$ cat config.mk
export PLATFORM = sky130hd
export DESIGN_NAME = racc_controller
export DESIGN_NICKNAME = d
export VERILOG_FILES = /design/src/hw/rtl/racc_pkg.sv /design/src/hw/rtl/racc_controller.sv
export SDC_FILE = /design/constraint.sdc
export NUM_CORES = 1
export LEC_CHECK = 0
export BUFFER_PORTS_ARGS = -buffer_cell sky130_fd_sc_hd__buf_2
export CORE_ASPECT_RATIO = 0.6
export CORE_MARGIN = 4
export CORE_UTILIZATION = 50
export CTS_CLUSTER_DIAMETER = 150
export DETAILED_ROUTE_END_ITERATION = 16
export PLACE_DENSITY = 0.74
export SLEW_MARGIN = 20
export SYNTH_ARGS = -nofsm -noshare
export SYNTH_HDL_FRONTEND = slang
export SYNTH_SLANG_ARGS = --single-unit
$ cat constraint.sdc
create_clock -name clk_i -period 3.6 [get_ports clk_i]
set_clock_uncertainty 0.2 [all_clocks]
set_input_delay 0.36 -clock clk_i [delete_from_list [all_inputs] [get_ports clk_i]]
set_output_delay 0.36 -clock clk_i [all_outputs]
set_load 0.01 [all_outputs]
$ cat src/hw/rtl/racc_pkg.sv
package racc_pkg;

  // Command codes carried by an input item.
  localparam logic [2:0] CMD_LOAD = 3'd0;
  localparam logic [2:0] CMD_ADD  = 3'd1;
  localparam logic [2:0] CMD_SUB  = 3'd2;
  localparam logic [2:0] CMD_MUL  = 3'd3;
  localparam logic [2:0] CMD_DIV  = 3'd4;
  localparam logic [2:0] CMD_CMP  = 3'd5;

  // Status codes of a result item.
  localparam logic [1:0] ST_OK   = 2'd0;
  localparam logic [1:0] ST_ZERO = 2'd1;
  localparam logic [1:0] ST_OVF  = 2'd2;

  // Operand pairs fed to the shared multiplier.
  typedef enum logic [2:0] {
    MSEL_AN_OD,
    MSEL_ON_AD,
    MSEL_AD_OD,
    MSEL_AN_ON,
    MSEL_AD_ON
  } mul_sel_e;

  // What is done with the registered product.
  typedef enum logic [2:0] {
    APPLY_NUM_SET,
    APPLY_NUM_ADD,
    APPLY_NUM_SUB,
    APPLY_DEN_SET,
    APPLY_LOAD
  } apply_e;

  typedef struct packed {
    mul_sel_e   sel;
    apply_e     op;
    logic       last;
  } prog_t;

  // Commands from the controller to the datapath.
  typedef struct packed {
    logic       latch;
    logic       mul_go;
    mul_sel_e   mul_sel;
    logic       apply_go;
    apply_e     apply_op;
    logic       prep;
    logic       store_zero;
    logic       gcd_step;
    logic       div_init;
    logic       div_step;
    logic       div_save;
    logic       div_den;
    logic       fin;
    logic       out_load;
    logic [1:0] status;
    logic       eq;
  } ctrl_t;

  // Status from the datapath to the controller.
  typedef struct packed {
    logic [2:0] cmd;
    logic       od_zero;
    logic       on_zero;
    logic       num_zero;
    logic       gcd_done;
    logic       ovf;
  } stat_t;

  // Product sequence of each arithmetic command.
  function automatic prog_t prog_step(input logic [2:0] cmd, input logic [1:0] step);
    prog_t p;
    p = '{sel: MSEL_AN_OD, op: APPLY_NUM_SET, last: 1'b1};
    case (cmd)
      CMD_ADD, CMD_SUB: begin
        case (step)
          2'd0:    p = '{sel: MSEL_AN_OD, op: APPLY_NUM_SET, last: 1'b0};
          2'd1:    p = '{sel: MSEL_ON_AD,
                         op: (cmd == CMD_ADD) ? APPLY_NUM_ADD : APPLY_NUM_SUB,
                         last: 1'b0};
          default: p = '{sel: MSEL_AD_OD, op: APPLY_DEN_SET, last: 1'b1};
        endcase
      end
      CMD_MUL: begin
        if (step == 2'd0) begin
          p = '{sel: MSEL_AN_ON, op: APPLY_NUM_SET, last: 1'b0};
        end else begin
          p = '{sel: MSEL_AD_OD, op: APPLY_DEN_SET, last: 1'b1};
        end
      end
      CMD_DIV: begin
        if (step == 2'd0) begin
          p = '{sel: MSEL_AN_OD, op: APPLY_NUM_SET, last: 1'b0};
        end else begin
          p = '{sel: MSEL_AD_ON, op: APPLY_DEN_SET, last: 1'b1};
        end
      end
      CMD_CMP: begin
        if (step == 2'd0) begin
          p = '{sel: MSEL_AN_OD, op: APPLY_NUM_SET, last: 1'b0};
        end else begin
          p = '{sel: MSEL_ON_AD, op: APPLY_NUM_SUB, last: 1'b1};
        end
      end
      default: p = '{sel: MSEL_AN_OD, op: APPLY_NUM_SET, last: 1'b1};
    endcase
    return p;
  endfunction

endpackage

$ cat src/hw/rtl/racc_controller.sv
module racc_controller #(
  parameter int W = 32
) (
  input  logic            clk_i,
  input  logic            rst_ni,
  input  logic            in_valid_i,
  output logic            in_ready_o,
  output logic            out_valid_o,
  input  logic            out_ready_i,
  input  racc_pkg::stat_t stat_i,
  output racc_pkg::ctrl_t ctrl_o
);
  import racc_pkg::*;

  localparam int P  = 2 * W + 2;
  localparam int CW = $clog2(P);

  typedef enum logic [3:0] {
    S_IDLE, S_DECODE, S_MUL, S_APPLY, S_PREP, S_GCD,
    S_DIV_INIT, S_DIV_STEP, S_DIV_SAVE, S_FIN, S_DONE
  } state_e;

  state_e      state_q;
  logic [1:0]  step_q;
  logic        div_den_q;
  logic [CW-1:0] cnt_q;
  logic [1:0]  status_q;
  logic        eq_q;
  logic        out_valid_q;
  prog_t       prog;
  logic        out_free;

  assign prog       = prog_step(stat_i.cmd, step_q);
  assign out_free   = !out_valid_q || out_ready_i;
  assign in_ready_o = (state_q == S_IDLE);
  assign out_valid_o = out_valid_q;

  always_comb begin
    ctrl_o          = '0;
    ctrl_o.mul_sel  = prog.sel;
    ctrl_o.apply_op = prog.op;
    ctrl_o.div_den  = div_den_q;
    ctrl_o.status   = status_q;
    ctrl_o.eq       = eq_q;
    case (state_q)
      S_IDLE:     ctrl_o.latch = in_valid_i;
      S_DECODE: begin
        if (stat_i.cmd == CMD_LOAD && !stat_i.od_zero) begin
          ctrl_o.apply_go = 1'b1;
          ctrl_o.apply_op = APPLY_LOAD;
        end
      end
      S_MUL:      ctrl_o.mul_go = 1'b1;
      S_APPLY:    ctrl_o.apply_go = 1'b1;
      S_PREP: begin
        if (stat_i.cmd != CMD_CMP) begin
          ctrl_o.store_zero = stat_i.num_zero;
          ctrl_o.prep       = !stat_i.num_zero;
        end
      end
      S_GCD:      ctrl_o.gcd_step = !stat_i.gcd_done;
      S_DIV_INIT: ctrl_o.div_init = 1'b1;
      S_DIV_STEP: ctrl_o.div_step = 1'b1;
      S_DIV_SAVE: ctrl_o.div_save = 1'b1;
      S_FIN:      ctrl_o.fin = 1'b1;
      S_DONE:     ctrl_o.out_load = out_free;
      default:    ctrl_o = '0;
    endcase
  end

  always_ff @(posedge clk_i or negedge rst_ni) begin
    if (!rst_ni) begin
      state_q     <= S_IDLE;
      step_q      <= '0;
      div_den_q   <= 1'b0;
      cnt_q       <= '0;
      status_q    <= ST_OK;
      eq_q        <= 1'b0;
      out_valid_q <= 1'b0;
    end else begin
      if (state_q == S_DONE && out_free) begin
        out_valid_q <= 1'b1;
      end else if (out_ready_i) begin
        out_valid_q <= 1'b0;
      end
      case (state_q)
        S_IDLE: begin
          if (in_valid_i) begin
            state_q <= S_DECODE;
          end
        end
        S_DECODE: begin
          status_q  <= ST_OK;
          eq_q      <= 1'b0;
          step_q    <= '0;
          div_den_q <= 1'b0;
          if (!(stat_i.cmd inside {[CMD_LOAD:CMD_CMP]})) begin
            state_q <= S_DONE;
          end else if (stat_i.od_zero) begin
            status_q <= ST_ZERO;
            state_q  <= S_DONE;
          end else if (stat_i.cmd == CMD_DIV && stat_i.on_zero) begin
            status_q <= ST_ZERO;
            state_q  <= S_DONE;
          end else if (stat_i.cmd == CMD_LOAD) begin
            state_q <= S_PREP;
          end else begin
            state_q <= S_MUL;
          end
        end
        S_MUL: state_q <= S_APPLY;
        S_APPLY: begin
          if (prog.last) begin
            state_q <= S_PREP;
          end else begin
            step_q  <= step_q + 2'd1;
            state_q <= S_MUL;
          end
        end
        S_PREP: begin
          if (stat_i.cmd == CMD_CMP) begin
            eq_q    <= stat_i.num_zero;
            state_q <= S_DONE;
          end else if (stat_i.num_zero) begin
            state_q <= S_DONE;
          end else begin
            state_q <= S_GCD;
          end
        end
        S_GCD: begin
          if (stat_i.gcd_done) begin
            state_q <= S_DIV_INIT;
          end
        end
        S_DIV_INIT: begin
          cnt_q   <= '0;
          state_q <= S_DIV_STEP;
        end
        S_DIV_STEP: begin
          cnt_q <= cnt_q + CW'(1);
          if (cnt_q == CW'(P - 1)) begin
            state_q <= S_DIV_SAVE;
          end
        end
        S_DIV_SAVE: begin
          if (div_den_q) begin
            state_q <= S_FIN;
          end else begin
            div_den_q <= 1'b1;
            state_q   <= S_DIV_INIT;
          end
        end
        S_FIN: begin
          status_q <= stat_i.ovf ? ST_OVF : ST_OK;
          state_q  <= S_DONE;
        end
        S_DONE: begin
          if (out_free) begin
            state_q <= S_IDLE;
          end
        end
        default: state_q <= S_IDLE;
      endcase
    end
  end

endmodule

==> impl_results.rst, run 1 <==
.. list-table::
   :header-rows: 1

   * - Metric
     - Value
   * - EDFF count, synth
     - 0
   * - Flops & latches, synth
     - 18
   * - Class of the tightest hold or removal check
     - in -> reg
   * - Share of flip-flops with an asynchronous set or reset after synthesis
     - between 90% and 100%
   * - Worst Path Arrival
     - 1.94 ns
   * - Power density relative to cell area
     - ~660 mW/mm^2
   * - Post-detailed-placement half-perimeter wirelength
     - roughly 2.9 mm
   * - Post-Synthesis Mean Instance Area
     - a little under 8 sq um
   * - First-pass GRT wire length
     - 6.42 mm
   * - Endpoint class of the critical path
     - primary output
   * - WL final
     - between 3 and 4 mm
   * - Post-CTS setup repair buffer count
     - 0
   * - Deepest level of the CTS H-tree
     - 1
   * - Via-per-instance ratio
     - between 5 and 6
   * - Routability Congestion
     - between 0.8 and 0.9
   * - Port buffer count
     - 34
   * - GR Util All Layers
     - approximately 21%
   * - Slew of the pin with the lowest slew margin
     - 0.461 ns
   * - Critical path class
     - reg -> out
   * - Filler instances
     - between 200 and 250
   * - Fin crit period
     - ~2.5 ns
   * - Effective utilization at floorplan
     - between 50% and 60%
   * - Tightest slew margin relative to the limit
     - 69.3%
   * - Critical path startpoint category
     - register
   * - Placeable core region
     - about 0.0026 sq mm
   * - Average wire length per cell after detail routing
     - around 15 um
   * - Unique cell type count in the Yosys netlist
     - 43
   * - Post-route total power
     - about 1100 uW
   * - Number of inserted diodes
     - 0
   * - Flop-to-flop setup slack
     - ~1.4 ns
   * - Sequential fraction of the synthesis area
     - 32.3%
   * - Commonest cells after routing, fill and taps aside
     - sky130_fd_sc_hd__buf_2, sky130_fd_sc_hd__nor2_1, sky130_fd_sc_hd__o21ai_0
   * - Synthesized netlist net count
     - a little under 200
   * - Crit share post-route
     - between 60% and 70%
   * - Endpoint required time on the critical path
     - 3.04 ns
   * - Initial antenna violation count
     - 0
   * - Top-area cell type share of the netlist area
     - roughly a third
   * - Number of DRC markers in iteration 0
     - between 100 and 150
   * - Cell row count
     - 14
   * - Destination of the worst register-to-register timing path
     - state_q[2]$_DFFE_PN0P_
   * - Global-route met2 utilization
     - between 20% and 30%
   * - Cells resized by post-CTS repair
     - 0
   * - Area Growth Syn to Fin
     - 16.8%
   * - GRT Residual Overflow
     - 0
   * - # nets final
     - 229
   * - Clk sinks
     - 18
   * - Leading cell types by total area after synthesis
     - sky130_fd_sc_hd__dfrtp_1, sky130_fd_sc_hd__o21ai_0, sky130_fd_sc_hd__nor2_1
   * - Commonest non-fill, non-tap cell in the layout
     - sky130_fd_sc_hd__buf_2
   * - Endpoints failing setup
     - 0
   * - Unrepaired setup endpoints after global routing
     - no
   * - Number of buffers on the longest clock path
     - 2
   * - Later-pin clock latency in the skew report
     - ~0.25 ns
   * - Beginning of the worst register-to-register path
     - state_q[1]$_DFFE_PN0P_
   * - TritonCTS clock tree
     - done
   * - Number of primary I/O pins
     - 35
   * - Yosys top cell by area
     - sky130_fd_sc_hd__dfrtp_1
   * - Placed Cells
     - 238
   * - Die span in x
     - approximately 76 um
   * - Number of cells traversed by the worst register-to-register path
     - 5
   * - Number of cells on the worst hold path
     - 3
   * - Worst supply voltage drop on vdd
     - roughly 0.00034 V
   * - Worst-path clk slew
     - about 0.060 ns
   * - Met3 usage
     - 5.72%
   * - Maximum Capacitance Violations
     - 0
   * - Maximum clock rate
     - approximately 0.4 GHz
   * - Clock Root Buffer
     - sky130_fd_sc_hd__clkbuf_8
   * - DRC violations left
     - 0
   * - Number of synthesis warnings
     - 0
   * - Syn Inst Count
     - 180
   * - Number of buffers inserted by hold repair at cts
     - 1
   * - Max Slew Vio Count
     - 0
   * - Slowest stage cell on the critical path
     - sky130_fd_sc_hd__dfrtp_1
   * - Max FO, Critical Path
     - 16
   * - Die Ht
     - 48.9 um
   * - Full die area
     - approximately 0.0037 sq mm
   * - Met1 Track Usage GR
     - roughly 31%
   * - Most instantiated flip-flop cell in the synthesis netlist
     - sky130_fd_sc_hd__dfrtp_1
   * - Highest-utilization routing layer at the global route stage
     - met1
   * - Vias in the first global route
     - between 1,000 and 1,500
   * - Fin cells
     - ~240
   * - Longest individual stage delay on the worst path
     - 0.54 ns
   * - Fin Hold WS
     - between 0.15 and 0.2 ns
   * - Outcome
     - finished, final reports clean
   * - Number of search-and-repair iterations in the first detailed-routing pass
     - 5
   * - Antenna Violating Nets Remaining
     - 0
   * - Number of buffers inserted during clock tree synthesis
     - 3
   * - Total standard cell area after synthesis
     - between 0.001 and 0.0015 sq mm
   * - Startpoint of the tightest hold check path
     - stat_i[0]
   * - Share of post-route cells with drive strength above 1
     - between 20% and 30%
   * - Hold endpoint
     - status_q[1]$_DFFE_PN0P_
   * - Lkg Pwr
     - about 0.00080 uW
   * - Setup TNS
     - 0 ns
   * - Largest net degree at the start of global routing
     - 19
   * - Total number of vias
     - approximately 1,400
   * - Final hold vios
     - 0
   * - Critical path cell sequence
     - nand2b_4 -> nand2b_1 -> nor3_1 -> buf_2
-- per-layer routing --
| layer | routed length, um | share of wire [%] | up-vias |
|---|---|---|---|
| met5 | 0 | 0 | - |
| met4 | 17 | 0.46 | 0 |
| met3 | 258 | 7.0 | 4 |
| met2 | 1570 | 43 | 53 |
| met1 | 1840 | 50 | 683 |
| li1 | - | - | 699 |
-- worst max-delay path, delay by kind of cell, from the launching register on --
family | cells | cell delay [ns]
buf+inv | 1 | 0.19
simple gates | 3 | 0.95
flops | 1 | 0.54
-- registers in the layout, summed over array words and instances, names as in the netlist --
| name | count |
|---|---|
| out_valid_o | 1 |
| step_q | 2 |
| eq_q | 1 |
| status_q | 2 |
| div_den_q | 1 |
| state_q | 4 |
| cnt_q | 7 |
-- layout make-up --
class	count	area, sq um	share of cell area (%)
multi-input combinational	142	856	52.6
sequential	18	450	27.7
timing repair buffer	35	180	11.1
clock buffer	4	55.1	3.38
inverter	12	45.0	2.77
tap	32	40.0	2.46
-- kinds of logic after synthesis --
logic type,synth area share [%]
adder cells (fa/ha/maj),4.49
buffers and inverters,6.20
AO/OA/AOI/OAI,20.9
AND/OR/NAND/NOR,33.3
XOR/XNOR,1.26
multiplexers,1.44
flip-flops,32.3
-- through the flow --
| step | setup slack (ns) | area [sq um] | utilization (%) |
|---|---|---|---|
| after floorplan | 1.66 | 1390 | - |
| after global placement | 1.46 | 1560 | 60.6 |
| after detailed placement | 1.40 | 1560 | 60.6 |
| after CTS | 1.11 | 1630 | 63.2 |
| after global routing | 0.947 | 1630 | 63.2 |
| final | 1.10 | 1630 | 63.2 |
-- worst max path at each step --
stage	from	end	slack [ns]
floorplan	state_q[1]$_DFFE_PN0P_	ctrl_o[18]	1.66
global placement	state_q[1]$_DFFE_PN0P_	ctrl_o[14]	1.46
detailed placement	state_q[1]$_DFFE_PN0P_	ctrl_o[14]	1.40
CTS	state_q[1]$_DFFE_PN0P_	ctrl_o[14]	1.11
global route	state_q[1]$_DFFE_PN0P_	ctrl_o[14]	0.95
finish	state_q[1]$_DFFE_PN0P_	ctrl_o[14]	1.10
-- cells in the mapped netlist (2+ instances only) --
cell	number
sky130_fd_sc_hd__a211oi_1	2
sky130_fd_sc_hd__a21oi_1	7
sky130_fd_sc_hd__a31oi_1	4
sky130_fd_sc_hd__and2_1	6
sky130_fd_sc_hd__and3_1	2
sky130_fd_sc_hd__buf_2	3
sky130_fd_sc_hd__buf_4	2
sky130_fd_sc_hd__clkbuf_1	3
sky130_fd_sc_hd__dfrtp_1	18
sky130_fd_sc_hd__ha_1	5
sky130_fd_sc_hd__inv_1	12
sky130_fd_sc_hd__mux2i_1	2
sky130_fd_sc_hd__nand2_1	16
sky130_fd_sc_hd__nand2b_1	6
sky130_fd_sc_hd__nand3_1	3
sky130_fd_sc_hd__nand4_1	3
sky130_fd_sc_hd__nor2_1	21
sky130_fd_sc_hd__nor2b_1	5
sky130_fd_sc_hd__nor3_1	6
sky130_fd_sc_hd__nor4_1	5
sky130_fd_sc_hd__o21a_1	2
sky130_fd_sc_hd__o21ai_0	21
sky130_fd_sc_hd__o22ai_1	2
sky130_fd_sc_hd__o31ai_1	2
sky130_fd_sc_hd__o32a_1	2
sky130_fd_sc_hd__or3_1	2
sky130_fd_sc_hd__xor2_1	2
-- power by group --
part	switching (uW)	leakage [uW]	internal, uW
Sequential	95.7	0.000242	260
Combinational	321	0.000531	235
Clock	63.7	0.0000288	97.1
No activity file was read; power rests on OpenSTA's default activity.
==> run 2: changes to the inputs <==
--- a/config.mk
+++ b/config.mk
@@ -8,7 +8,7 @@
 export BUFFER_PORTS_ARGS = -buffer_cell sky130_fd_sc_hd__buf_2
 export CORE_ASPECT_RATIO = 0.6
 export CORE_MARGIN = 4
-export CORE_UTILIZATION = 50
+export CORE_UTILIZATION = 48
 export CTS_CLUSTER_DIAMETER = 150
 export DETAILED_ROUTE_END_ITERATION = 16
 export PLACE_DENSITY = 0.74
==> constraint.sdc (replaced) <==
create_clock -name clk_i -period 2.2 [get_ports clk_i]
set_clock_uncertainty 0.2 [all_clocks]
set_input_delay 0.22 -clock clk_i [delete_from_list [all_inputs] [get_ports clk_i]]
set_output_delay 0.22 -clock clk_i [all_outputs]
set_load 0.01 [all_outputs]
==> impl_results.rst, run 2 (synthesis results as in run 1) <==
.. list-table::
   :header-rows: 1

   * - Metric
     - Value
   * - Outcome
     - finished, final reports clean
   * - Number of inserted diodes
     - 0 (unchanged)
   * - Number of search-and-repair iterations in the first detailed-routing pass
     - 4 (-1)
   * - Class of the tightest hold or removal check
     - in -> reg
   * - Worst-path clk slew
     - 0.07 ns (about the same)
   * - Critical path class
     - reg -> out
   * - Critical path startpoint category
     - register
   * - Maximum Capacitance Violations
     - 0 (unchanged)
   * - Area Growth Syn to Fin
     - 24.1%
   * - Deepest level of the CTS H-tree
     - 1 (unchanged)
   * - Port buffer count
     - 34 (unchanged)
   * - GRT Residual Overflow
     - 0 (unchanged)
   * - Initial antenna violation count
     - 0 (unchanged)
   * - Number of DRC markers in iteration 0
     - 201 (+69%)
   * - Placeable core region
     - 0.00263 sq mm (+2.0%)
   * - Post-detailed-placement half-perimeter wirelength
     - 2.88 mm (+0.68%)
   * - GR Util All Layers
     - 20.4% (-0.15 points)
   * - Cell row count
     - 14 (unchanged)
   * - WL final
     - 3.79 mm (+2.7%)
   * - Power density relative to cell area
     - 1080 mW/mm^2 (+64%)
   * - Share of post-route cells with drive strength above 1
     - 30.4% (+10 points)
   * - Total number of vias
     - 1,467 (+1.9%)
   * - Worst Path Arrival
     - 1.71 ns (-0.23 ns)
   * - Endpoint class of the critical path
     - primary output
   * - Crit path buffers/inverters
     - 3 (+2)
   * - Endpoint required time on the critical path
     - 1.78 ns (-1.26 ns)
   * - Endpoints failing setup
     - 0 (unchanged)
   * - # nets final
     - 235 (+2.6%)
   * - Die Ht
     - 49.7 um (+1.7%)
   * - Commonest non-fill, non-tap cell in the layout
     - sky130_fd_sc_hd__buf_2
   * - Effective utilization at floorplan
     - 53.0% (-1.1 points)
   * - DRC violations left
     - 0 (unchanged)
   * - Number of buffers on the longest clock path
     - 2 (unchanged)
   * - Reg with most FFs
     - cnt_q
   * - Clock Root Buffer
     - sky130_fd_sc_hd__clkbuf_8
   * - Later-pin clock latency in the skew report
     - 0.25 ns (about the same)
   * - Fin crit period
     - about 2.1 ns
   * - TritonCTS clock tree
     - done
   * - Die span in x
     - 77.5 um (+1.8%)
   * - Full die area
     - 0.00386 sq mm (+3.6%)
   * - Vias in the first global route
     - 1,313 (-1.7%)
   * - Average wire length per cell after detail routing
     - 15.2 um (+0.26%)
   * - Final Instance Area
     - 0.00173 sq mm (+6.2%)
   * - Fin Hold WS
     - 0.0185 ns (-0.164 ns)
   * - Lkg Pwr
     - 0.000837 uW (+4.4%)
   * - Number of primary I/O pins
     - 35 (unchanged)
   * - Longest individual stage delay on the worst path
     - 0.43 ns (-0.11 ns)
   * - Worst supply voltage drop on vdd
     - 0.000536 V (+59%)
   * - CP delay by family, top
     - flip-flops
   * - Largest net degree at the start of global routing
     - 19 (unchanged)
   * - Tightest slew margin relative to the limit
     - 73.0% (+3.8 points)
   * - Clk sinks
     - 18 (unchanged)
   * - Flop-to-flop setup slack
     - 0.15 ns (-1.28 ns)
   * - Number of buffers inserted during clock tree synthesis
     - 3 (unchanged)
   * - Unrepaired setup endpoints after global routing
     - yes
   * - Crit share post-route
     - between 90% and 100%
   * - Largest register FFs
     - 7 (unchanged)
   * - Commonest cells after routing, fill and taps aside
     - sky130_fd_sc_hd__buf_2, sky130_fd_sc_hd__o21ai_0, sky130_fd_sc_hd__nor2_1
   * - Maximum clock rate
     - 0.471 GHz
   * - Routability Congestion
     - 0.920 (+9.8%)
   * - Placed cell area
     - 0.00158 sq mm (+1.4%)
   * - Max Slew Vio Count
     - 0 (unchanged)
   * - Max FO, Critical Path
     - 5 (-11)
   * - Antenna Violating Nets Remaining
     - 0 (unchanged)
   * - Final hold vios
     - 0 (unchanged)
   * - Slew of the pin with the lowest slew margin
     - 0.394 ns (-0.0667 ns)
   * - Via-per-instance ratio
     - 5.89 (-0.51%)
   * - Critical path cell sequence
     - buf_4 -> ha_2 -> inv_2 -> a21oi_1 -> o32a_1 -> nor2_1 -> buf_2
   * - First-pass GRT wire length
     - 6.31 mm (-1.7%)
   * - Slowest stage cell on the critical path
     - sky130_fd_sc_hd__dfrtp_1
   * - Largest registers
     - cnt_q (7), state_q (4)
## run 2: repair_timing
action / CTS / global route
pin swaps: 0 / 2
endpoints found under the setup margin: 4 / 12
buffers inserted: 0 / 3
hold buffers: 1 / 0
gates resized for setup: 4 / 14
hold endpoints to repair: 18 / 0
## run 2: worst register-to-register path, cell delays in order, from the launching register on
cell                      delay [ns]
sky130_fd_sc_hd__dfrtp_1        0.43
sky130_fd_sc_hd__buf_4          0.16
sky130_fd_sc_hd__ha_2           0.20
sky130_fd_sc_hd__nor2b_2        0.17
sky130_fd_sc_hd__o21a_1         0.20
sky130_fd_sc_hd__nand4_1        0.22
sky130_fd_sc_hd__nor4b_1        0.24
sky130_fd_sc_hd__o21ai_0        0.11
## run 2: layer usage
metal,wire [um],GRT usage [%],vias up
met1,1710,30.3,689
met2,1690,29.2,65
met3,379,5.64,4
met4,15,4.44,0
li1,-,-,709
met5,0,0,-
## run 2: power by group
group          switching, uW  internal, uW  total, uW
registers                137           432        570
clock network            107           159        266
logic                    569           463       1030
total                    813          1050       1870
## run 2: worst paths after layout
check                                                to  depth (start not counted)             startpoint
worst max register to register   state_q[1]$_DFFE_PN0P_                          7  step_q[0]$_DFFE_PN0P_
max in group asynchronous        state_q[1]$_DFFE_PN0P_                          2                 rst_ni
worst min register to register         eq_q$_DFFE_PN0P_                          2       eq_q$_DFFE_PN0P_
min in group asynchronous          cnt_q[2]$_DFFE_PN0P_                          2                 rst_ni
worst min-delay path            status_q[1]$_DFFE_PN0P_                          3              stat_i[0]
worst max-delay path                         ctrl_o[12]                          7  step_q[0]$_DFFE_PN0P_
## run 2: layout make-up
type                            count  area, sq um
Fill cell                         239          900
Multi-Input combinational cell    142          907
Inverter                           12         45.0
Clock buffer                        4         55.1
Timing Repair Buffer               41          225
Tap cell                           32         40.0
Sequential cell                    18          455
## run 2: through the flow
| stage | setup slack, ns | std cells | utilization [%] | power, uW | setup TNS, ns |
|---|---|---|---|---|---|
| 3_3_place_gp | 0.275 | 241 | 60.3 | 1450 | 0 |
| 6_report | 0.0747 | 249 | 65.8 | 1870 | 0 |
| 4_1_cts | 0.0129 | 246 | 63.1 | 1780 | 0 |
| 3_5_place_dp | 0.219 | 241 | 60.3 | 1490 | 0 |
| 5_1_grt | -0.0251 | 249 | 65.8 | 2040 | -0.0311 |
| 2_1_floorplan | 0.399 | 180 | - | 1210 | 0 |
==> run 3: changes to the inputs <==
==> constraint.sdc (replaced) <==
create_clock -name clk_i -period 2.2 [get_ports clk_i]
set_clock_uncertainty 0.2 [all_clocks]
set_input_delay 0 -clock clk_i [delete_from_list [all_inputs] [get_ports clk_i]]
set_output_delay 0 -clock clk_i [all_outputs]
set_load 0.01 [all_outputs]
==> impl_results.rst, run 3 (synthesis results as in run 1) <==
.. list-table::
   :header-rows: 1

   * - Metric
     - Value
   * - Tightest slew margin relative to the limit
     - 72.5% (-0.60 points)
   * - GR Util All Layers
     - 20.5% (+0.12 points)
   * - Critical path startpoint category
     - register
   * - Later-pin clock latency in the skew report
     - 0.25 ns (about the same)
   * - Setup TNS
     - 0 ns (unchanged)
   * - Final Instance Area
     - 0.00170 sq mm (-1.4%)
   * - Largest register FFs
     - 7 (unchanged)
   * - Effective utilization at floorplan
     - 53.0% (unchanged)
   * - Lkg Pwr
     - 0.000833 uW (-0.42%)
   * - Worst-path clk slew
     - 0.07 ns (about the same)
   * - Cell row count
     - 14 (unchanged)
   * - Endpoints failing setup
     - 0 (unchanged)
   * - Combinational cell fraction of total power
     - 53.3% (-2.0 points)
   * - Worst Path Arrival
     - 2.00 ns (+0.29 ns)
   * - Critical path class
     - reg -> reg
   * - Maximum Capacitance Violations
     - 0 (unchanged)
   * - Post-detailed-placement half-perimeter wirelength
     - 2.91 mm (+1.0%)
   * - Number of primary I/O pins
     - 35 (unchanged)
   * - Placeable core region
     - 0.00263 sq mm (unchanged)
   * - Portion of total power attributed to sequential cells
     - 31.6% (+1.1 points)
   * - Worst setup endpoint
     - state_q[1]$_DFFE_PN0P_
   * - Routability Congestion
     - 0.900 (-2.2%)
   * - Outcome
     - finished, final reports clean
   * - Crit share post-route
     - 94.7% (-2.0 points)
   * - Fin crit period
     - 2.08 ns (-0.0430 ns)
   * - Number of inserted diodes
     - 0 (unchanged)
   * - Average wire length per cell after detail routing
     - 15.3 um (+0.49%)
   * - Via-per-instance ratio
     - 5.83 (-1.1%)
   * - Max Slew Vio Count
     - 0 (unchanged)
   * - Die Ht
     - 49.7 um (unchanged)
   * - Final hold vios
     - 0 (unchanged)
   * - Reg with most FFs
     - cnt_q
   * - Core occupancy in the finished layout
     - 64.9% (-0.90 points)
   * - Number of search-and-repair iterations in the first detailed-routing pass
     - 4 (unchanged)
   * - Power density relative to cell area
     - 1060 mW/mm^2 (-2.0%)
   * - Slew of the pin with the lowest slew margin
     - 0.413 ns (+0.0191 ns)
   * - Power spent charging and discharging nets
     - 805 uW (-1.0%)
   * - WL final
     - 3.84 mm (+1.3%)
   * - First-pass GRT wire length
     - 6.32 mm (+0.11%)
   * - Number of cells traversed by the worst register-to-register path
     - 5 (-2)
   * - Die span in x
     - 77.5 um (unchanged)
   * - Commonest cells after routing, fill and taps aside
     - sky130_fd_sc_hd__buf_2, sky130_fd_sc_hd__nor2_1, sky130_fd_sc_hd__o21ai_0
   * - Number of buffers inserted during clock tree synthesis
     - 3 (unchanged)
   * - Worst supply voltage drop on vdd
     - 0.000637 V (+19%)
   * - Destination of the worst register-to-register timing path
     - state_q[1]$_DFFE_PN0P_
   * - Endpoint class of the critical path
     - register
   * - Filler instances
     - 227 (-5.0%)
   * - Unrepaired setup endpoints after global routing
     - no
   * - Commonest non-fill, non-tap cell in the layout
     - sky130_fd_sc_hd__buf_2
   * - Full die area
     - 0.00386 sq mm (unchanged)
   * - Initial antenna violation count
     - 0 (unchanged)
   * - Class of the tightest hold or removal check
     - in -> async
   * - Endpoint required time on the critical path
     - 2.12 ns (+0.34 ns)
   * - Port buffer count
     - 34 (unchanged)
   * - Beginning of the worst register-to-register path
     - state_q[2]$_DFFE_PN0P_
   * - TritonCTS clock tree
     - done
   * - Placed Cells
     - 241 (unchanged)
   * - Number of buffers on the longest clock path
     - 2 (unchanged)
   * - Largest net degree at the start of global routing
     - 19 (unchanged)
   * - Timing startpoint of the critical path
     - state_q[2]$_DFFE_PN0P_
   * - Number of DRC markers in iteration 0
     - 196 (-2.5%)
   * - Total number of vias
     - 1,463 (-0.27%)
   * - Flop-to-flop setup slack
     - 0.12 ns (-0.03 ns)
   * - Switching fraction of total power
     - 44.6% (+1.0 points)
   * - Placed cell area
     - 0.00158 sq mm (unchanged)
   * - Deepest level of the CTS H-tree
     - 1 (unchanged)
   * - Maximum clock rate
     - 0.480 GHz (+2.1%)
   * - Share of post-route cells with drive strength above 1
     - 22.4% (-8.0 points)
   * - Internal power summed over all cells
     - 1000 uW (-5.1%)
   * - Fin Hold WS
     - 0.00617 ns (-0.0123 ns)
   * - Share of total power in the clock network
     - 15.2% (+1.0 points)
   * - Clock Root Buffer
     - sky130_fd_sc_hd__clkbuf_8
   * - Antenna Violating Nets Remaining
     - 0 (unchanged)
   * - Largest registers
     - cnt_q (7), state_q (4)
   * - DRC violations left
     - 0 (unchanged)
   * - Clk sinks
     - 18 (unchanged)
   * - GRT Residual Overflow
     - 0 (unchanged)
   * - Fin cells
     - 251 (+0.80%)
   * - # nets final
     - 237 (+0.85%)
   * - Max FO, Critical Path
     - 18 (+13)
   * - Area Growth Syn to Fin
     - 22.4%
   * - Vias in the first global route
     - 1,302 (-0.84%)
## run 3: critical path: stages, from the launching register on
cell and delay (ns):
sky130_fd_sc_hd__dfrtp_2 0.52, sky130_fd_sc_hd__or2b_2 0.22, sky130_fd_sc_hd__nor2_1 0.08, sky130_fd_sc_hd__or3_1 0.41, sky130_fd_sc_hd__nor4b_1 0.37, sky130_fd_sc_hd__o21ai_0 0.14
## run 3: worst min-delay path by stage
stage,startpoint,to,slack [ns],depth (start not counted)
2_1_floorplan,rst_ni,cnt_q[0]$_DFFE_PN0P_,-0.50,0
3_3_place_gp,rst_ni,cnt_q[4]$_DFFE_PN0P_,-0.24,1
3_5_place_dp,rst_ni,div_den_q$_DFFE_PN0P_,-0.24,1
4_1_cts,stat_i[4],status_q[0]$_DFFE_PN0P_,0.01,4
5_1_grt,rst_ni,cnt_q[4]$_DFFE_PN0P_,0.04,2
6_report,rst_ni,cnt_q[6]$_DFFE_PN0P_,0.006,2
## run 3: layout make-up
class / count / area (sq um) / area share, %
Inverter: 12 / 45.0 / 2.64
Timing Repair Buffer: 43 / 253 / 14.8
Tap cell: 32 / 40.0 / 2.35
Clock buffer: 4 / 55.1 / 3.23
Sequential cell: 18 / 453 / 26.6
Multi-Input combinational cell: 142 / 858 / 50.4
## run 3: repair_timing
action | 4_1_cts | 5_1_grt
hold buffers | 6 | 0
endpoints found under the setup margin | 0 | 4
gates resized for setup | 0 | 3
buffers inserted | 0 | 0
hold endpoints to repair | 24 | 0
## run 3: per-stage QoR
stage                     total power (uW)  setup WS [ns]
after global placement                1450          0.257
after detailed placement              1500          0.111
after global routing                  1950         0.0102
after floorplan                       1210          0.459
final                                 1810          0.118
after CTS                             1790         0.0791
## run 3: per-layer routing
layer	vias up	global-route usage (%)	wire length, um
li1	713	-	-
met1	677	30.6	1810
met2	71	31.1	1700
met3	2	3.82	319
met4	0	3.55	11
met5	-	0	0
## run 3: power by group through the flow
stage | combinational (uW) | sequential [uW] | clock (uW)
finish | 962 | 570 | 274
global route | 1070 | 587 | 294
CTS | 951 | 562 | 282
detailed placement | 936 | 567 | 0
global placement | 896 | 555 | 0
floorplan | 711 | 501 | 0
